### src/hdl/xoshiro256ss_bounded_random_top_defines.svh
// Assertion macros shared by the block's top level
`ifndef XOSHIRO256SS_BOUNDED_RANDOM_TOP_DEFINES_SVH
`define XOSHIRO256SS_BOUNDED_RANDOM_TOP_DEFINES_SVH

// condition implies consequence on the same edge (clock and reset of the user)
`define XRB_ASSERT_IMPLY(lbl, cond, cons, msg) \
   lbl: assert property (@(posedge clock) disable iff (reset) (cond) |-> (cons)) \
      else $error(msg);

// condition implies consequence on the next edge (clock and reset of the user)
`define XRB_ASSERT_NEXT(lbl, cond, cons, msg) \
   lbl: assert property (@(posedge clock) disable iff (reset) (cond) |=> (cons)) \
      else $error(msg);

`endif

### src/hdl/xrb_pkg.sv
package xrb_pkg;

   localparam int unsigned WordWidth = 64;

   typedef logic [WordWidth-1:0] word_type;
   typedef logic [1:0]           func_type;

   localparam func_type FuncSeed  = 2'd0;
   localparam func_type FuncRaw   = 2'd1;
   localparam func_type FuncRange = 2'd2;

   localparam word_type GoldenGamma = 64'h9E3779B97F4A7C15;
   localparam word_type MixMulA     = 64'hBF58476D1CE4E5B9;
   localparam word_type MixMulB     = 64'h94D049BB133111EB;
   localparam int unsigned WordRot   = 45;
   localparam int unsigned WordShift = 17;

   // datapath operations issued by the controller
   typedef enum logic [3:0] {
      OP_NONE     = 4'd0,
      OP_LOAD     = 4'd1,  // capture request fields
      OP_SEED_ADD = 4'd2,  // acc += gamma
      OP_MIX_A    = 4'd3,  // z = (acc ^ acc>>30), multiply start (A)
      OP_MIX_B    = 4'd4,  // z = (z ^ z>>27), multiply start (B)
      OP_SEED_WR  = 4'd5,  // write z ^ z>>31 into word[idx]
      OP_DRAW     = 4'd6,  // advance generator, capture output
      OP_DIV_INIT = 4'd7,  // start divider
      OP_DIV_STEP = 4'd8,  // one remainder bit
      OP_RES_LOW  = 4'd9,  // result = low
      OP_RES_RAW  = 4'd10, // result = draw
      OP_RES_MOD  = 4'd11, // result = low + remainder
      OP_MUL_STEP = 4'd12  // one partial product step
   } op_type;

   typedef struct packed {
      op_type     op;
      logic [1:0] idx;
      logic       div_limit;  // divider computes limit (1) or draw mod range (0)
   } cmd_type;

   typedef struct packed {
      func_type func;
      logic     range_empty;
      logic     range_full;
      logic     words_zero;
      logic     below_limit;
      logic     div_done;
      logic     mul_done;
   } status_type;

endpackage

### src/hdl/xrb_datapath.sv
module xrb_datapath (
   input  logic                clock,
   input  logic                reset,
   input  xrb_pkg::cmd_type    cmd,
   output xrb_pkg::status_type status,
   input  xrb_pkg::func_type   req_func,
   input  xrb_pkg::word_type   req_seed_value,
   input  xrb_pkg::word_type   req_range_low,
   input  xrb_pkg::word_type   req_range_high,
   output xrb_pkg::word_type   result
);

   xrb_pkg::word_type w_ff [4];
   xrb_pkg::word_type w_in [4];
   xrb_pkg::func_type func_ff;
   xrb_pkg::word_type low_ff, high_ff, range_ff, limit_ff;
   xrb_pkg::word_type acc_ff, acc_in, draw_ff, draw_in;
   xrb_pkg::word_type rem_ff, rem_in, num_ff, num_in, res_ff, res_in;
   xrb_pkg::word_type mul_ff, mul_in, mop_ff, mop_in, mk_ff, mk_in;
   logic [6:0] cnt_ff, cnt_in;
   logic [64:0] rem_sh;
   xrb_pkg::word_type span, rot_in;

   assign span = high_ff - low_ff;
   assign rot_in = (w_ff[1] * 64'd5);

   always_comb begin
      xrb_pkg::word_type t, sh, r2, w0, w1, w2, w3;
      for (int i = 0; i < 4; i++) w_in[i] = w_ff[i];
      acc_in  = acc_ff;
      draw_in = draw_ff;
      rem_in  = rem_ff;
      num_in  = num_ff;
      res_in  = res_ff;
      cnt_in  = cnt_ff;
      mul_in  = mul_ff;
      mop_in  = mop_ff;
      mk_in   = mk_ff;
      rem_sh  = '0;
      t  = '0; sh = '0; r2 = '0;
      w0 = w_ff[0]; w1 = w_ff[1]; w2 = w_ff[2]; w3 = w_ff[3];
      case (cmd.op)
         xrb_pkg::OP_LOAD: begin
            acc_in = req_seed_value;
         end
         xrb_pkg::OP_SEED_ADD: begin
            acc_in = acc_ff + xrb_pkg::GoldenGamma;
         end
         // multiply operand by constant, 8 bits per step
         xrb_pkg::OP_MIX_A: begin
            mop_in = acc_ff ^ (acc_ff >> 30);
            mk_in  = xrb_pkg::MixMulA;
            mul_in = '0;
            cnt_in = '0;
         end
         xrb_pkg::OP_MIX_B: begin
            mop_in = mul_ff ^ (mul_ff >> 27);
            mk_in  = xrb_pkg::MixMulB;
            mul_in = '0;
            cnt_in = '0;
         end
         xrb_pkg::OP_MUL_STEP: begin
            mul_in = mul_ff + ((mop_ff * {56'd0, mk_ff[7:0]}) << {cnt_ff[2:0], 3'd0});
            mk_in  = mk_ff >> 8;
            cnt_in = cnt_ff + 7'd1;
         end
         xrb_pkg::OP_SEED_WR: begin
            w_in[cmd.idx] = mul_ff ^ (mul_ff >> 31);
         end
         // one xoshiro256** step
         xrb_pkg::OP_DRAW: begin
            r2 = {rot_in[56:0], rot_in[63:57]};
            draw_in = (r2 << 3) + r2;
            sh = w1 << xrb_pkg::WordShift;
            w2 = w2 ^ w0;
            w3 = w3 ^ w1;
            w1 = w1 ^ w2;
            w0 = w0 ^ w3;
            w2 = w2 ^ sh;
            w3 = (w3 << xrb_pkg::WordRot) | (w3 >> (xrb_pkg::WordWidth - xrb_pkg::WordRot));
            w_in[0] = w0; w_in[1] = w1; w_in[2] = w2; w_in[3] = w3;
         end
         // limit start uses the live span: range_ff is not yet loaded
         xrb_pkg::OP_DIV_INIT: begin
            num_in = cmd.div_limit ? (64'd0 - (span + 64'd1)) : draw_ff;
            rem_in = '0;
            cnt_in = '0;
         end
         // restoring division, one bit per step
         xrb_pkg::OP_DIV_STEP: begin
            rem_sh = {rem_ff, num_ff[63]};
            num_in = num_ff << 1;
            if (rem_sh >= {1'b0, range_ff}) begin
               t = 64'(rem_sh - {1'b0, range_ff});
            end else begin
               t = rem_sh[63:0];
            end
            rem_in = t;
            cnt_in = cnt_ff + 7'd1;
         end
         xrb_pkg::OP_RES_LOW: res_in = low_ff;
         xrb_pkg::OP_RES_RAW: res_in = draw_ff;
         xrb_pkg::OP_RES_MOD: res_in = low_ff + rem_ff;
         default: begin
         end
      endcase
   end

   always_ff @(posedge clock) begin
      if (reset) begin
         for (int i = 0; i < 4; i++) w_ff[i] <= '0;
      end else begin
         for (int i = 0; i < 4; i++) w_ff[i] <= w_in[i];
      end
      acc_ff  <= acc_in;
      draw_ff <= draw_in;
      rem_ff  <= rem_in;
      num_ff  <= num_in;
      res_ff  <= res_in;
      cnt_ff  <= cnt_in;
      mul_ff  <= mul_in;
      mop_ff  <= mop_in;
      mk_ff   <= mk_in;
      if (cmd.op == xrb_pkg::OP_LOAD) begin
         func_ff <= req_func;
         low_ff  <= req_range_low;
         high_ff <= req_range_high;
      end
      range_ff <= span + 64'd1;
      if (cmd.op == xrb_pkg::OP_DIV_STEP && cmd.div_limit && cnt_ff == 7'd63) begin
         limit_ff <= rem_in;
      end
   end

   assign status.func        = func_ff;
   assign status.range_empty = (low_ff >= high_ff);
   assign status.range_full  = (span == '1);
   assign status.words_zero  = ((w_ff[0] | w_ff[1] | w_ff[2] | w_ff[3]) == '0);
   assign status.below_limit = (draw_ff < limit_ff);
   assign status.div_done    = (cnt_ff == 7'd64);
   assign status.mul_done    = (cnt_ff == 7'd8);
   assign result = res_ff;

endmodule

### src/hdl/xrb_control.sv
module xrb_control (
   input  logic                clock,
   input  logic                reset,
   input  logic                req_valid,
   output logic                req_stall,
   output logic                rsp_valid,
   input  logic                rsp_stall,
   input  xrb_pkg::status_type status,
   output xrb_pkg::cmd_type    cmd
);

   typedef enum logic [10:0] {
      S_IDLE   = 11'b00000000001,
      S_DEC    = 11'b00000000010,
      S_SADD   = 11'b00000000100,
      S_MULA   = 11'b00000001000,
      S_MULB   = 11'b00000010000,
      S_SWR    = 11'b00000100000,
      S_LIM    = 11'b00001000000,
      S_DRAW   = 11'b00010000000,
      S_CHECK  = 11'b00100000000,
      S_MOD    = 11'b01000000000,
      S_RESP   = 11'b10000000000
   } state_type;

   state_type state_ff, state_in;
   logic [1:0] idx_ff, idx_in;
   logic       phase_ff, phase_in;  // multiply phase: 0 in step, 1 running
   logic       raw_ff, raw_in;      // draw result is returned directly
   logic       out_ff, out_in;

   always_comb begin
      state_in = state_ff;
      idx_in   = idx_ff;
      phase_in = phase_ff;
      raw_in   = raw_ff;
      out_in   = out_ff;
      cmd      = '{op: xrb_pkg::OP_NONE, idx: idx_ff, div_limit: 1'b0};
      if (out_ff && !rsp_stall) out_in = 1'b0;
      case (state_ff)
         S_IDLE: begin
            if (req_valid && !out_ff) begin
               cmd.op   = xrb_pkg::OP_LOAD;
               state_in = S_DEC;
            end
         end
         S_DEC: begin
            case (status.func)
               xrb_pkg::FuncSeed: begin
                  idx_in = 2'd0;
                  state_in = S_SADD;
               end
               xrb_pkg::FuncRaw: begin
                  raw_in = 1'b1;
                  state_in = S_DRAW;
               end
               xrb_pkg::FuncRange: begin
                  if (status.range_empty) begin
                     cmd.op = xrb_pkg::OP_RES_LOW;
                     state_in = S_RESP;
                  end else if (status.range_full) begin
                     raw_in = 1'b1;
                     state_in = S_DRAW;
                  end else begin
                     raw_in = 1'b0;
                     cmd.op = xrb_pkg::OP_DIV_INIT;
                     cmd.div_limit = 1'b1;
                     state_in = S_LIM;
                  end
               end
               default: state_in = S_IDLE;
            endcase
         end
         // splitmix64 over four words
         S_SADD: begin
            cmd.op = xrb_pkg::OP_SEED_ADD;
            phase_in = 1'b0;
            state_in = S_MULA;
         end
         S_MULA: begin
            if (!phase_ff) begin
               cmd.op = xrb_pkg::OP_MIX_A;
               phase_in = 1'b1;
            end else if (!status.mul_done) begin
               cmd.op = xrb_pkg::OP_MUL_STEP;
            end else begin
               cmd.op = xrb_pkg::OP_MIX_B;
               state_in = S_MULB;
            end
         end
         S_MULB: begin
            if (!status.mul_done) begin
               cmd.op = xrb_pkg::OP_MUL_STEP;
            end else begin
               state_in = S_SWR;
            end
         end
         S_SWR: begin
            cmd.op = xrb_pkg::OP_SEED_WR;
            idx_in = idx_ff + 2'd1;
            state_in = (idx_ff == 2'd3) ? S_IDLE : S_SADD;
         end
         // limit = 2^64 mod range
         S_LIM: begin
            cmd.div_limit = 1'b1;
            if (!status.div_done) begin
               cmd.op = xrb_pkg::OP_DIV_STEP;
            end else begin
               state_in = S_DRAW;
            end
         end
         S_DRAW: begin
            cmd.op = xrb_pkg::OP_DRAW;
            state_in = S_CHECK;
         end
         S_CHECK: begin
            if (raw_ff) begin
               cmd.op = xrb_pkg::OP_RES_RAW;
               state_in = S_RESP;
            end else if (status.below_limit && !status.words_zero) begin
               state_in = S_DRAW;
            end else begin
               cmd.op = xrb_pkg::OP_DIV_INIT;
               state_in = S_MOD;
            end
         end
         S_MOD: begin
            if (!status.div_done) begin
               cmd.op = xrb_pkg::OP_DIV_STEP;
            end else begin
               cmd.op = xrb_pkg::OP_RES_MOD;
               state_in = S_RESP;
            end
         end
         S_RESP: begin
            out_in = 1'b1;
            state_in = S_IDLE;
         end
         default: state_in = S_IDLE;
      endcase
   end

   always_ff @(posedge clock) begin
      if (reset) begin
         state_ff <= S_IDLE;
         out_ff   <= 1'b0;
         idx_ff   <= '0;
         phase_ff <= 1'b0;
         raw_ff   <= 1'b0;
      end else begin
         state_ff <= state_in;
         out_ff   <= out_in;
         idx_ff   <= idx_in;
         phase_ff <= phase_in;
         raw_ff   <= raw_in;
      end
   end

   assign req_stall = (state_ff != S_IDLE) || out_ff;
   assign rsp_valid = out_ff;

endmodule

### src/hdl/xoshiro256ss_bounded_random_top.sv
// xoshiro256** generator with splitmix64 seeding and unbiased range draws.
// Request channel: req_valid/req_stall carry req_func, req_seed_value,
// req_range_low and req_range_high; a request is taken when req_valid is
// high and req_stall is low.
// Response channel: rsp_valid/rsp_stall carry rsp_value.
// Seed requests (func 0) and func 3 give no response.
// From the edge that takes a request to the first rsp_valid cycle, a raw
// draw and a full-span range pass the draw and check states; an empty or
// reversed range returns low with no draw; other range draws add two 64-step
// restoring divisions (limit and remainder) and a redraw on each rejection.
// A seed request runs eight 64x8-bit multiply passes of 8 steps each.
// One request is worked at a time; the next can be taken in the cycle after
// the response is taken, or once the block is idle after func 3 or seeding.
// Reset clears the generator words to zero and drops any pending response; the result register is not reset.
// A stalled response holds its value until taken.
`include "xoshiro256ss_bounded_random_top_defines.svh"

module xoshiro256ss_bounded_random_top (
   input  logic              clock,
   input  logic              reset,
   input  logic              req_valid,
   output logic              req_stall,
   input  xrb_pkg::func_type req_func,
   input  xrb_pkg::word_type req_seed_value,
   input  xrb_pkg::word_type req_range_low,
   input  xrb_pkg::word_type req_range_high,
   output logic              rsp_valid,
   input  logic              rsp_stall,
   output xrb_pkg::word_type rsp_value
);

   xrb_pkg::cmd_type    cmd;
   xrb_pkg::status_type status;
   logic                rsp_held;

   xrb_control u_control (
      .clock     (clock),
      .reset     (reset),
      .req_valid (req_valid),
      .req_stall (req_stall),
      .rsp_valid (rsp_valid),
      .rsp_stall (rsp_stall),
      .status    (status),
      .cmd       (cmd)
   );

   xrb_datapath u_datapath (
      .clock          (clock),
      .reset          (reset),
      .cmd            (cmd),
      .status         (status),
      .req_func       (req_func),
      .req_seed_value (req_seed_value),
      .req_range_low  (req_range_low),
      .req_range_high (req_range_high),
      .result         (rsp_value)
   );

   // response offered but not taken this edge
   assign rsp_held = rsp_valid && rsp_stall;

   `XRB_ASSERT_IMPLY(a_no_accept_busy, rsp_valid, req_stall, "request accepted while busy")
   `XRB_ASSERT_NEXT(a_rsp_hold, rsp_held, rsp_valid && $stable(rsp_value), "held response changed")

endmodule

### config.mk
export PLATFORM = sky130hd
export DESIGN_NAME = xoshiro256ss_bounded_random_top
export DESIGN_NICKNAME = d
export VERILOG_FILES = /design/src/hdl/xrb_pkg.sv /design/src/hdl/xrb_datapath.sv /design/src/hdl/xrb_control.sv /design/src/hdl/xoshiro256ss_bounded_random_top.sv
export VERILOG_INCLUDE_DIRS = /design/src /design/src/hdl
export SDC_FILE = /design/constraint.sdc
export NUM_CORES = 2
export LEC_CHECK = 0
export BUFFER_PORTS_ARGS = -buffer_cell sky130_fd_sc_hd__buf_2
export CORE_UTILIZATION = 55
export DETAILED_ROUTE_END_ITERATION = 10
export HOLD_SLACK_MARGIN = 0.06
export PLACE_DENSITY = 0.82
export SKIP_CTS_REPAIR_TIMING = 1
export SLEW_MARGIN = 20
export SYNTH_ARGS = -nofsm -noshare
export SYNTH_HDL_FRONTEND = slang
export SYNTH_SLANG_ARGS = --single-unit
### constraint.sdc
create_clock -name clock -period 9.88 [get_ports clock]
set_input_delay 2.47 -clock clock [delete_from_list [all_inputs] [get_ports clock]]
set_output_delay 2.47 -clock clock [all_outputs]
set_load 0.01 [all_outputs]
==> results.md <==
- Vias: 77800
- Final Max Tran Viols: 0
- Total iterations of the first detailed-routing run: 7
- # H-tree levels: 3
- Synth Area per Inst: 8.83 sq um
- Synth Flop Type: edfxtp_1
- Skew-Pair Late Insertion Delay: 800 ps
- Yosys top cell area share: 22.2%
- Final nets: 11000
- IO Port Bufs: 263
- Num CTS Buffers: 116
- Antenna violations before repair: 12
- WL final: 297000 um
- Period utilization: 95.6%
- CP Data Required Time: 10380 ps
- Fin. Hold Viols: 0
- WL per Instance: 24.7 um
- Register area share after synthesis: 31.4%
- Ys Warns: 0
- Critical path class: reg -> reg
- Crit-path max cell delay: 510 ps
- Worst VDD drop: 166 uV
- Core area: 156000 sq um
- Rel. slew slack: 13.8%
- Crit-path max FO: 7
- Worst Hold Class: reg -> reg
- Synth Register Bits: 1039
- Synth async-reset ratio: 0%
- Cell row count: 145
- ANT nets after route: 0
- CP max-delay cell: edfxtp_1
- Fin cells: 12000
- Dpl hpwl: 224000 um
- Pin slew with the least headroom to its limit: 1280 ps
- Count leader, synth: nor2_1
- DIE HEIGHT: 399 um
- DIE WIDTH: 399 um
- Clock Skews: 60.0 ps
- Crit path DAT: 9940 ps
- Finish-stage setup viols: 0
- Layout cells sized above 1: 7.70%
- Synth unique cells: 107
- Vias in the first global route: 73700
- Highest Clock Rate: 0.106 GHz
- Cell count after placement: 11800
- Status: completed
- Synth area leader: edfxtp_1
- Number of clock sinks: 1039
- Number of flops mapped to enable cells by yosys: 639
- Starting Density: 55.4%
- DRC: 0
- Post-Syn Nets: 10900
- P_leak: 39.7 nW
- Cell area after synthesis: 86600 sq um
- Largest net degree at the start of global routing: 285
- Hold WS: 509 ps
- TritonCTS clock tree: built
- CTS clk-pin slew, worst paths: 60 ps
- Clk buf depth: 3
- Initial DRC Count: 8718
- First-pass GRT wire length: 445000 um
- Root buf cell: clkbuf_16
- Top cells by area, synth: edfxtp_1, dfxtp_1, ha_1
- Min Tclk post-route: 9440 ps
- Endpoint class of the critical path: flop
- GRT Util Overall: 36.3%
- Tot Pwr: 13.1 mW
- Area added between synthesis and finish: 8.88%
- Gr ovfl total: 0
- Syn Inst Count: 9803
- Top post-synthesis cells by count: nor2_1, nand2_1, a21oi_1
- Die area: 159000 sq um
- Vias per cell: 6.47
- Startpoint types: flop
- RD Place Congestion: 1.05
- Max_cap viols: 0
- Power per cell area: 139 nW/um^2
- Number of I/O pins: 264
- Final TNS setup: 0 ps
- Crit-path most repeated cell: fa_1
layout make-up:
class,instances,area (sq um)
multi-input combinational,7654,55400
fill,13100,62000
clock buffer,159,3360
sequential,1039,27200
tap,2058,2570
timing repair buffer,412,2570
clock inverter,61,748
antenna,6,15.0
inverter,641,2410
critical path: cells and delay by family, from the launching register on:
kind | cells | cell delay, ps
compound gates | 17 | 3350
xor+xnor | 3 | 760
fa+ha+maj | 6 | 2680
buf+inv | 5 | 610
flops | 1 | 510
mux | 2 | 530
simple gates | 5 | 700
per-stage QoR:
stage	area (sq um)	utilization, %	setup slack [ps]
finish	94200	60.3	437
global route	94200	60.3	-13.0
CTS	94000	60.2	100
detailed placement	89900	57.5	178
global placement	89900	57.5	241
floorplan	86600	-	1110
report_power, final:
group / total [mW] / leakage (nW) / internal [mW] / switching (mW)
clock network: 4.67 / 2.01 / 2.69 / 1.98
registers: 5.11 / 8.92 / 4.91 / 0.201
logic: 3.28 / 28.8 / 1.14 / 2.14
worst paths after layout:
kind,start,endpoint,slack (ps),cells after the start
worst max-delay path,u_datapath.mk_ff[5],u_datapath.mul_ff[63],440,38
worst min-delay path,u_datapath.mk_ff[40],u_datapath.mk_ff[32],510,1
worst max register to register,u_datapath.mk_ff[5],u_datapath.mul_ff[63],440,38
worst min register to register,u_datapath.mk_ff[40],u_datapath.mk_ff[32],510,1
sequential cells by signal, summed over array words and instances, names as in the netlist, 7 cells and up:
register	flops
u_datapath.w_ff	256
u_datapath.mul_ff	64
u_datapath.acc_ff	64
u_datapath.mop_ff	64
u_datapath.result	64
u_datapath.mk_ff	54
u_control.state_ff	11
u_datapath.rem_ff	64
u_datapath.low_ff	64
u_datapath.range_ff	64
u_datapath.draw_ff	64
u_datapath.high_ff	64
u_datapath.limit_ff	64
u_datapath.cnt_ff	7
u_datapath.num_ff	64
cell families after synthesis:
group,share of synthesized area (%)
AOI/OAI and AO/OA,18.4
xor gates and xnor gates,9.27
adders and majority gates,16.6
buffers and inverters,4.88
DFF,31.4
muxes,1.36
and+or+nand+nor,18.1
layout by cell type (no fill, tap or decap), drive strengths merged, types with 50 or more instances in the layout:
cell type / count
edfxtp: 639
mux2i: 91
o211ai: 151
a311oi: 75
nand3: 254
nor2b: 81
nand2b: 91
a21o: 316
a211oi: 123
nor3: 176
and2: 404
nand2: 823
nor4: 111
xor2: 380
nand4: 115
o21bai: 86
a31oi: 76
clkbuf: 161
buf: 410
o21ai: 490
fa: 354
dfxtp: 400
nor2: 874
a21oi: 760
and3: 92
or3: 50
inv: 650
xnor2: 536
ha: 579
o21a: 66
metal layers:
layer	part of all wire (%)	wire [um]	vias to the layer above	GRT usage (%)
met2	43	128000	4533	54.8
met5	0.043	128	-	0
met1	39	115000	37400	47.6
met4	6.6	19500	18	20.7
li1	-	-	34800	-
met3	11	33900	961	8.80
No activity file was read; power rests on OpenSTA's default activity.
